### config.mk
export PLATFORM = sky130hd
export DESIGN_NAME = cfr_div
export DESIGN_NICKNAME = d
export VERILOG_FILES = /design/src/rtl/cfr_pkg.sv /design/src/rtl/cfr_div.sv
export SDC_FILE = /design/constraint.sdc
export NUM_CORES = 1
export LEC_CHECK = 0
export BUFFER_PORTS_ARGS = -buffer_cell sky130_fd_sc_hd__buf_2
export CORE_ASPECT_RATIO = 1.4
export CORE_MARGIN = 3
export CORE_UTILIZATION = 56
export CTS_BUF_LIST = sky130_fd_sc_hd__clkbuf_8 sky130_fd_sc_hd__clkbuf_16
export DETAILED_ROUTE_END_ITERATION = 8
export GPL_TIMING_DRIVEN = 0
export PLACE_DENSITY_LB_ADDON = 0.25
export SETUP_SLACK_MARGIN = 0.15
export SKIP_CTS_REPAIR_TIMING = 1
export SLEW_MARGIN = 30
export SYNTH_ARGS = -nofsm -noshare
export SYNTH_HDL_FRONTEND = slang
export SYNTH_SLANG_ARGS = --single-unit
### constraint.sdc
create_clock -name clock -period 3.8 [get_ports clock]
set_input_delay 0.19 -clock clock [delete_from_list [all_inputs] [get_ports clock]]
set_output_delay 0.19 -clock clock [all_outputs]
set_load 0.05 [all_outputs]
### src/rtl/cfr_pkg.sv
// Package with shared widths, codes and types of the covariance block.
`default_nettype none
package cfr_pkg;

   localparam int RES_W          = 16;
   localparam int COV_W          = 41;
   localparam int IDX_W          = 3;
   localparam int STATUS_W       = 2;
   localparam int CFG_W          = 4;
   localparam int NUM_RES        = 8;
   localparam int REQ_DATA_W     = NUM_RES * RES_W;
   localparam int RSP_FIELD_W    = 2 * IDX_W + COV_W + STATUS_W;
   localparam int RSP_DATA_W     = ((RSP_FIELD_W + 7) / 8) * 8;
   localparam int DEF_MAX_SETS   = 8;
   localparam int DEF_MAX_POINTS = 1024;
   localparam logic [CFG_W-1:0] NUM_SETS_RESET = 4'd8;

   localparam logic [STATUS_W-1:0] STATUS_OK      = 2'd0;
   localparam logic [STATUS_W-1:0] STATUS_FEW     = 2'd1;
   localparam logic [STATUS_W-1:0] STATUS_DROPPED = 2'd2;

   typedef enum logic [2:0] {
      ST_IDLE,
      ST_ACC,
      ST_DRAIN,
      ST_EMIT_RD,
      ST_DIV_GO,
      ST_DIV,
      ST_OUT
   } state_type;

   typedef struct packed {
      logic busy;
      logic done;
   } div_status_type;

endpackage
`default_nettype wire

### src/rtl/cfr_div.sv
// Serial restoring divider for unsigned magnitudes, one quotient bit per cycle.
`default_nettype none
module cfr_div #(
   parameter int DVD_W = 42,
   parameter int DVS_W = 11
) (
   input  wire logic                  clock,
   input  wire logic                  reset,
   input  wire logic                  start,
   input  wire logic [DVD_W-1:0]      dividend,
   input  wire logic [DVS_W-1:0]      divisor,
   output cfr_pkg::div_status_type    status,
   output logic      [DVD_W-1:0]      quotient
);

   localparam int CNT_W = $clog2(DVD_W + 1);

   logic [DVS_W-1:0] rem_ff, rem_in;
   logic [DVD_W-1:0] quo_ff, quo_in;
   logic [DVS_W-1:0] dvs_ff, dvs_in;
   logic [CNT_W-1:0] cnt_ff, cnt_in;
   logic             done_ff, done_in;
   logic [DVS_W:0]   rem_sh;
   logic             ge;

   always_comb begin
      rem_sh  = {rem_ff, quo_ff[DVD_W-1]};
      ge      = rem_sh >= {1'b0, dvs_ff};
      rem_in  = rem_ff;
      quo_in  = quo_ff;
      dvs_in  = dvs_ff;
      cnt_in  = cnt_ff;
      done_in = 1'b0;
      if (start) begin
         rem_in = '0;
         quo_in = dividend;
         dvs_in = divisor;
         cnt_in = CNT_W'(DVD_W);
      end else if (cnt_ff != '0) begin
         rem_in  = ge ? DVS_W'(rem_sh - {1'b0, dvs_ff}) : DVS_W'(rem_sh);
         quo_in  = {quo_ff[DVD_W-2:0], ge};
         cnt_in  = cnt_ff - 1'b1;
         done_in = (cnt_ff == CNT_W'(1));
      end
   end

   always_ff @(posedge clock) begin
      rem_ff <= rem_in;
      quo_ff <= quo_in;
      dvs_ff <= dvs_in;
      if (reset) begin
         cnt_ff  <= '0;
         done_ff <= 1'b0;
      end else begin
         cnt_ff  <= cnt_in;
         done_ff <= done_in;
      end
   end

   assign status.busy = (cnt_ff != '0);
   assign status.done = done_ff;
   assign quotient    = quo_ff;

endmodule
`default_nettype wire

==> results of run 1 <==
-- metrics by stage --
| stage | setup WS (ps) | hold slack [ps] | std cells | cell area, um2 | total power [W] |
|---|---|---|---|---|---|
| 2_1_floorplan | 1050 | 259 | 279 | 3480 | 0.00173 |
| 3_3_place_gp | 712 | 367 | 448 | 4060 | 0.00191 |
| 3_5_place_dp | 1140 | 368 | 449 | 4090 | 0.00194 |
| 4_1_cts | 1120 | -6.65 | 465 | 4260 | 0.00247 |
| 5_1_grt | 975 | 2.85 | 466 | 4270 | 0.00258 |
| 6_report | 1090 | 11.7 | 466 | 4270 | 0.00246 |
-- cell type report --
cell class / instances / area, um2
Sequential cell: 71 / 1950
Fill cell: 449 / 1680
Multi-Input combinational cell: 177 / 1390
Timing Repair Buffer: 101 / 533
Clock buffer: 11 / 151
Tap cell: 70 / 87.6
Inverter: 19 / 71.3
Buffer: 12 / 61.3
Clock inverter: 5 / 20.0
-- where the power goes --
part | internal (W) | switching [W]
sequential | 0.000977 | 0.0000750
clock | 0.000263 | 0.000270
combinational | 0.000304 | 0.000572
-- registers in the layout (all words and copies together), names as in the netlist --
register and cells:
quotient 42, done_ff 1, rem_ff 11, dvs_ff 11, cnt_ff 6
-- cells by family (layout without fill, tap and decap cells) --
group                    Yosys count  count (layout)  share of synthesized area
XOR/XNOR                           8               8                     0.0202
adder cells (fa/ha/maj)           15              15                     0.0561
buffers and inverters             31             148                     0.0381
AND/OR/NAND/NOR                   63              63                     0.0864
flip-flops                        71              71                      0.561
AO/OA/AOI/OAI                     42              42                     0.0806
multiplexers                      49              49                      0.157
-- placed cells by master (no fill, tap or decap), drive strengths merged, types with 2 or more instances in the layout --
master and n:
or3 5, a21oi 12, nand2 11, xnor2 7
mux2 42, inv 23, nor4 2, nand4 3
buf 104, a211oi 6, dfxtp 18, nor3 7
clkbuf 19, nand3 5, o211ai 3, edfxtp 53
a2111oi 2, mux2i 7, o21ai 10, nand3b 2
nor2b 2, nor2 22, nand2b 2, o21a 2
ha 14
-- how the worst min path moves through the flow --
stage	slack (ps)	from	to	cells past startpoint
final	10	divisor[6]	dvs_ff[6]$_DFFE_PP_	1
after global routing	3	divisor[5]	dvs_ff[5]$_DFFE_PP_	1
after CTS	-7	divisor[4]	dvs_ff[4]$_DFFE_PP_	1
after detailed placement	370	divisor[4]	dvs_ff[4]$_DFFE_PP_	1
after global placement	370	divisor[4]	dvs_ff[4]$_DFFE_PP_	1
after floorplan	260	reset	cnt_ff[3]$_SDFFE_PP0P_	1
-- routing by layer --
layer,global-route usage,up-vias
met5,0,-
met2,0.353,88
met1,0.267,1217
met4,0.104,0
li1,-,1251
met3,0.0586,15
-- critical path: stages (launching register included) --
cell and delay (ps):
edfxtp_1 380, inv_1 80, ha_1 220, fa_1 390, nand2b_1 180, a21oi_1 250
o21ai_1 160, a32o_1 250, buf_6 140, buf_4 180, o21ai_0 270
==> impl_metrics.py, run 1 <==
metrics = {
    "clock_tree": {
        "path_clk_slew_ps": 80,
        "cts_tree": "built",
        "numClockSinks": 71,
        "cts_buffers": 9,
        "cts.path.max_buffers": 2,
        "ctsRootBufferMaster": "clkbuf_8",
        "htree_num_levels": 3,
        "clk_latency_ps": 350,
    },
    "drt": {
        "via_per_inst": 5.52,
        "firstDrtPassIters": 4,
        "wl_met1_mm": 3.01,
        "wl_mm": 7.55,
        "wl_per_cell_um": 16.2,
        "drtAntennaViolNets": 0,
        "post-route-drc-count": 0,
        "wl_met2_mm": 3.84,
        "vias": 2571,
        "dr.first_iter.drc_count": 163,
        "dr.max_layer_used": "met4",
        "wl_met3_um": 534,
    },
    "sta": {
        "setup_viol": 0,
        "rsz0062_at_grt": "false",
        "maxSlewHeadroom": 0.631,
        "max_freq_mhz": 369,
        "slew_violations": 0,
        "fin_crit_sh": 0.713,
        "finClkSkew_ps": 12.7,
        "tightest_slew_ps": 554,
        "fin_crit_ps": 2710,
        "fin_setup_tns_ps": 0,
        "hold_viol_final": 0,
    },
    "setup_path": {
        "crit_path_start_kind": "flip-flop",
        "path_class": "flip-flop to flip-flop",
        "worstSetupEndpointType": "flip-flop",
        "crit_path_start": "quotient[41]$_DFFE_PP_",
        "r2r_end": "quotient[0]$_DFFE_PP_",
        "cp_data_required_time_ps": 3950,
        "r2r_slack_ps": 1090,
        "crit_arrival_ps": 2850,
        "r2r_start": "quotient[41]$_DFFE_PP_",
        "cp-endpoint": "quotient[0]$_DFFE_PP_",
        "ff2ff_path_depth": 10,
        "worst-path-max-fanout": 10,
    },
    "floorplan": {
        "placementRows": 33,
        "start_util": 0.585,
        "die_h_um": 99.2,
        "core_region_area_mm2": 0.00595,
        "io_pins": 100,
        "dieArea_mm2": 0.00720,
        "dieWidth_um": 72.6,
    },
    "pwr": {
        "vdd_drop_max_mv": 0.390,
        "power_leakage_nw": 1.90,
        "powerDensity_mw_per_mm2": 576,
    },
    "final_layout": {
        "final_nets": 462,
        "areaGrowthSynthToFinish_pct": 22.8,
        "diodes": 0,
        "fin_util": 0.718,
        "drive_gt1_frac": 0.407,
    },
    "synthesis": {
        "ys.flop_type": "edfxtp_1",
        "synth_top_area_cell": "edfxtp_1",
        "syn_nets": 350,
        "netlist_top_cells_count": "edfxtp_1 (53), mux2_2 (41), nor2_1 (22)",
        "syn-cell-area_mm2": 0.00348,
        "syn_avg_cell_area_um2": 12.5,
        "seq_area_frac_synth": 0.561,
        "synth_top_area_share": 0.458,
        "synthArstFlopShare": 0,
        "synth_edf_count": 53,
        "yosysMostFrequentCell": "edfxtp_1",
        "synth_area_leaders": "edfxtp_1 (46%), mux2_2 (13%), dfxtp_1 (10%)",
        "yosys_warnings": 0,
        "synth_cell_type_count": 42,
        "synthCells": 279,
        "synth-seq-cells": 71,
    },
    "placed_design": {
        "hpwl_mm": 5.52,
        "place_congestion": 0.858,
        "numPortBuffers": 99,
    },
    "global_routing": {
        "grt_pass1_vias": 2588,
        "antenna_found_initial": 0,
        "grt_max_degree": 23,
        "grt_pass1_wl_mm": 12.0,
        "gr-total-overflow": 0,
        "track_usage": 0.218,
    },
    "flow_run": {
        "cap_violations": 0,
    },
    "outcome": {
        "status": "finished clean",
    },
    "hold_path": {
        "hp-class": "input port to flip-flop",
    },
}
No activity file was read; power rests on OpenSTA's default activity.
==> inputs of run 2 (changes only) <==
CORE_UTILIZATION = 47   (was 56)
clock period = 2.49 ns   (was 3.8 ns; I/O delays follow)
==> impl_metrics.py, run 2 (same netlist as run 1, synthesis figures left out) <==
metrics = {
    "global_routing": {
        "grt_max_degree": 43,
        "grt_pass1_vias": 2604,
        "track_usage": 0.181,
        "grt_pass1_wl_mm": 11.9,
        "antenna_found_initial": 0,
        "gr-total-overflow": 0,
    },
    "final_layout": {
        "final_nets": 490,
        "diodes": 0,
        "final_common_cell": "buf_2",
        "fin_util": 0.651,
        "drive_gt1_frac": 0.460,
        "layout_common_cells": "buf_2 (100), edfxtp_1 (53), mux2_2 (41)",
        "areaGrowthSynthToFinish_pct": 32.3,
        "largest_register_ffs": 42,
    },
    "drt": {
        "drtAntennaViolNets": 0,
        "post-route-drc-count": 0,
        "wl_mm": 7.76,
        "wl_per_cell_um": 14.9,
        "vias": 2661,
        "firstDrtPassIters": 4,
        "via_per_inst": 5.13,
        "dr.first_iter.drc_count": 142,
    },
    "setup_path": {
        "cp_slowest_cell": "edfxtp_1",
        "path_buf_inv": 1,
        "cpPeakStageDelay_ps": 410,
        "cp_data_required_time_ps": 2700,
        "path_class": "flip-flop to flip-flop",
        "worstSetupEndpointType": "flip-flop",
        "crit_arrival_ps": 2550,
        "path_cells": "ha_4 > fa_2 > nand2b_4 > a21oi_4 > o21ai_2 > a32o_2 > buf_6 > nor4_2 > a2111oi_2",
        "crit_path_start_kind": "flip-flop",
        "worst-path-max-fanout": 6,
        "crit_family": "adder cells",
    },
    "floorplan": {
        "placementRows": 36,
        "io_pins": 100,
        "dieWidth_um": 78.7,
        "start_util": 0.492,
        "dieArea_mm2": 0.00848,
        "die_h_um": 108,
        "core_region_area_mm2": 0.00707,
    },
    "sta": {
        "hold_viol_final": 0,
        "maxSlewHeadroom": 0.640,
        "tightest_slew_ps": 540,
        "slew_violations": 0,
        "fin_crit_ps": 2340,
        "finClkSkew_ps": 8.96,
        "fin_crit_sh": 0.939,
        "rsz0062_at_grt": "true",
        "fin_ws_ps": 153,
        "setup_viol": 0,
        "max_freq_mhz": 428,
    },
    "clock_tree": {
        "cts_buffers": 9,
        "ctsRootBufferMaster": "clkbuf_8",
        "path_clk_slew_ps": 80,
        "cts_tree": "built",
        "cts.path.max_buffers": 2,
        "htree_num_levels": 3,
        "clk_latency_ps": 340,
        "numClockSinks": 71,
    },
    "placed_design": {
        "place_congestion": 0.839,
        "place_ws_ps": -348,
        "hpwl_mm": 5.29,
        "numPortBuffers": 99,
    },
    "pwr": {
        "powerDensity_mw_per_mm2": 839,
        "p_int_w": 0.00239,
        "p_sw_w": 0.00147,
        "vdd_drop_max_mv": 0.519,
        "p_clk_frac": 0.205,
        "pwr-share-seq": 0.416,
        "power_leakage_nw": 2.00,
        "comb_power_share": 0.379,
        "swShare": 0.380,
    },
    "outcome": {
        "status": "finished clean",
    },
    "flow_run": {
        "cap_violations": 0,
    },
    "hold_path": {
        "hp-class": "input port to flip-flop",
    },
}
==> run 2: cell count changes in the layout (fill, tap and decap cells not counted), moves of 3 or more <==
cell	previous run	this run
clkinvlp_4	0	6
buf_4	2	16
inv_1	22	19
dlygate4sd3_1	1	11
==> run 2: per-stage QoR <==
step                setup TNS [ps]  cells  instance area, um2  hold slack (ps)  total power [W]
floorplan                     -413    279                3520              194          0.00266
global placement            -11470    473                4130              301          0.00294
detailed placement          -14590    473                4130              303          0.00297
CTS                         -14240    489                4300            -59.1          0.00376
global route                     0    519                4600             51.9          0.00406
finish                           0    519                4600             38.0          0.00386
==> run 2: layout make-up <==
| cell class | count | area [um2] |
|---|---|---|
| buffer | 12 | 71.3 |
| clock buffer | 9 | 124 |
| clock inverter | 7 | 42.5 |
| fill | 549 | 2470 |
| inverter | 19 | 75.1 |
| multi-input combinational | 177 | 1470 |
| sequential | 71 | 1950 |
| tap | 95 | 119 |
| timing repair buffer | 125 | 718 |
| timing repair inverter | 4 | 30.0 |
==> run 2: power groups by stage <==
stage               logic (W)  clock network [W]  registers [W]
floorplan            0.000646                  0        0.00202
global placement      0.00132                  0        0.00162
detailed placement    0.00134                  0        0.00163
CTS                   0.00134           0.000810        0.00161
global route          0.00157           0.000858        0.00163
finish                0.00146           0.000790        0.00161
==> run 2: final timing paths <==
| kind | from | to | slack, ps | depth (start not counted) |
|---|---|---|---|---|
| max | dvs_ff[0]$_DFFE_PP_ | rem_ff[9]$_SDFFE_PP0N_ | 150 | 9 |
| min | reset | cnt_ff[1]$_SDFFE_PP0P_ | 40 | 2 |
| max reg2reg | dvs_ff[0]$_DFFE_PP_ | rem_ff[9]$_SDFFE_PP0N_ | 150 | 9 |
| min reg2reg | rem_ff[8]$_SDFFE_PP0N_ | rem_ff[8]$_SDFFE_PP0N_ | 490 | 2 |
==> run 2: worst register-to-register path: stages (launching register included) <==
cell       delay [ps]
edfxtp_1          410
ha_4              190
fa_2              380
nand2b_4          160
a21oi_4           140
o21ai_2            90
a32o_2            240
buf_6             130
nor4_2            370
a2111oi_2          80
==> run 2: per-layer routing <==
metal / vias up / track usage / wire length [um] / share of wire
met5: - / 0 / 0 / 0
met4: 0 / 0.0788 / 191 / 0.025
met3: 15 / 0.0536 / 502 / 0.065
met2: 89 / 0.295 / 3830 / 0.49
met1: 1245 / 0.222 / 3240 / 0.42
li1: 1312 / - / - / -
==> inputs of run 3 (changes only) <==
CORE_ASPECT_RATIO = default   (was 1.4)
==> impl_metrics.py, run 3 (same netlist as run 1, synthesis figures left out) <==
metrics = {
    "drt": {
        "drtAntennaViolNets": 0,
        "firstDrtPassIters": 5,
        "vias": 2614,
        "dr.first_iter.drc_count": 138,
        "via_per_inst": 5.13,
        "post-route-drc-count": 0,
        "wl_mm": 7.81,
        "wl_per_cell_um": 15.3,
    },
    "clock_tree": {
        "path_clk_slew_ps": 80,
        "numClockSinks": 71,
        "clk_latency_ps": 340,
        "cts_buffers": 9,
        "ctsRootBufferMaster": "clkbuf_8",
        "cts.path.max_buffers": 2,
        "cts_tree": "built",
        "htree_num_levels": 3,
    },
    "sta": {
        "setup_viol": 0,
        "finClkSkew_ps": 6.74,
        "tightest_slew_ps": 555,
        "fin_ws_ps": 120,
        "rsz0062_at_grt": "true",
        "max_freq_mhz": 422,
        "slew_violations": 0,
        "fin_crit_ps": 2370,
        "hold_viol_final": 0,
        "maxSlewHeadroom": 0.630,
        "fin_crit_sh": 0.952,
    },
    "final_layout": {
        "final_nets": 480,
        "nFillCells": 567,
        "largest_register_ffs": 42,
        "seq_area_mm2": 0.00195,
        "layout_common_cells": "buf_2 (100), edfxtp_1 (53), mux2_2 (41)",
        "diodes": 0,
        "multiInputGateArea_mm2": 0.00147,
        "areaGrowthSynthToFinish_pct": 31.5,
        "final_common_cell": "buf_2",
        "drive_gt1_frac": 0.447,
        "finalInstanceArea_mm2": 0.00457,
    },
    "placed_design": {
        "place_ws_ps": -333,
        "place_congestion": 0.865,
        "numPortBuffers": 99,
        "placedInstanceArea_mm2": 0.00413,
        "hpwl_mm": 5.37,
    },
    "hold_path": {
        "hold_start": "reset",
        "min_to": "cnt_ff[3]$_SDFFE_PP0P_",
        "holdPathStages": 2,
        "hp-class": "input port to flip-flop",
    },
    "floorplan": {
        "placementRows": 30,
        "core_region_area_mm2": 0.00698,
        "die_h_um": 92.0,
        "dieWidth_um": 92.0,
        "dieArea_mm2": 0.00847,
        "io_pins": 100,
        "start_util": 0.498,
    },
    "pwr": {
        "power_leakage_nw": 1.96,
        "powerDensity_mw_per_mm2": 859,
        "vdd_drop_max_mv": 0.555,
    },
    "setup_path": {
        "path_class": "flip-flop to flip-flop",
        "r2r_start": "quotient[41]$_DFFE_PP_",
        "worst-path-max-fanout": 5,
        "ff2ff_path_depth": 10,
        "crit_arrival_ps": 2630,
        "worstSetupEndpointType": "flip-flop",
        "crit_path_start_kind": "flip-flop",
        "r2r_end": "rem_ff[0]$_SDFFE_PP0N_",
        "r2r_slack_ps": 120,
        "cp_data_required_time_ps": 2750,
    },
    "flow_run": {
        "cap_violations": 0,
    },
    "global_routing": {
        "antenna_found_initial": 0,
        "grt_pass1_vias": 2559,
        "track_usage": 0.181,
        "grt_max_degree": 43,
        "gr-total-overflow": 0,
        "grt_pass1_wl_mm": 12.1,
    },
    "outcome": {
        "status": "finished clean",
    },
}
[run 3: layer usage]
metal  vias to the layer above  track usage  share of wire
met2                        92        0.269           0.46
met1                      1222        0.237           0.44
met5                         -            0              0
met4                         0       0.0631          0.013
li1                       1292            -              -
met3                         8       0.0779          0.088
[run 3: final cells by class]
type / instances / area share
Tap cell: 96 / 0.0263
Clock inverter: 7 / 0.0142
Sequential cell: 71 / 0.427
Buffer: 12 / 0.0156
Clock buffer: 9 / 0.0271
Multi-Input combinational cell: 177 / 0.321
Inverter: 19 / 0.0164
Timing Repair inverter: 3 / 0.00493
Timing Repair Buffer: 116 / 0.148
[run 3: worst max-delay path: stages, from the launching register on]
cell and delay (ps):
edfxtp_1 410, inv_2 70, ha_4 160, fa_2 340, nand2b_4 160, a21oi_4 170
o21ai_2 90, a32o_1 230, buf_6 140, mux2_4 300, a211oi_2 220
[run 3: per-stage QoR]
stage	setup TNS [ps]	cells	utilization	total power, W	hold slack [ps]
after global placement	-12460	474	0.592	0.00295	302
after global routing	0	510	0.655	0.00413	37.0
after floorplan	-413	279	-	0.00266	194
after detailed placement	-13880	474	0.592	0.00297	303
final	0	510	0.655	0.00393	36.5
after CTS	-14770	490	0.619	0.00386	-59.5
[run 3: worst max path at each step]
stage,end,slack [ps],depth (start not counted),start
floorplan,rem_ff[7]$_SDFFE_PP0N_,-80,11,quotient[41]$_DFFE_PP_
global placement,quotient[22]$_DFFE_PP_,-300,7,cnt_ff[5]$_SDFFE_PP0P_
detailed placement,quotient[23]$_DFFE_PP_,-330,7,cnt_ff[5]$_SDFFE_PP0P_
CTS,quotient[16]$_DFFE_PP_,-360,7,cnt_ff[5]$_SDFFE_PP0P_
global route,rem_ff[0]$_SDFFE_PP0N_,60,10,quotient[41]$_DFFE_PP_
finish,rem_ff[0]$_SDFFE_PP0N_,120,10,quotient[41]$_DFFE_PP_
[run 3: power breakdown]
group,internal (W),switching (W),total (W)
Clock,0.000453,0.000435,0.000888
Combinational,0.000527,0.000910,0.00144
Sequential,0.00149,0.000113,0.00160
Total,0.00247,0.00146,0.00393
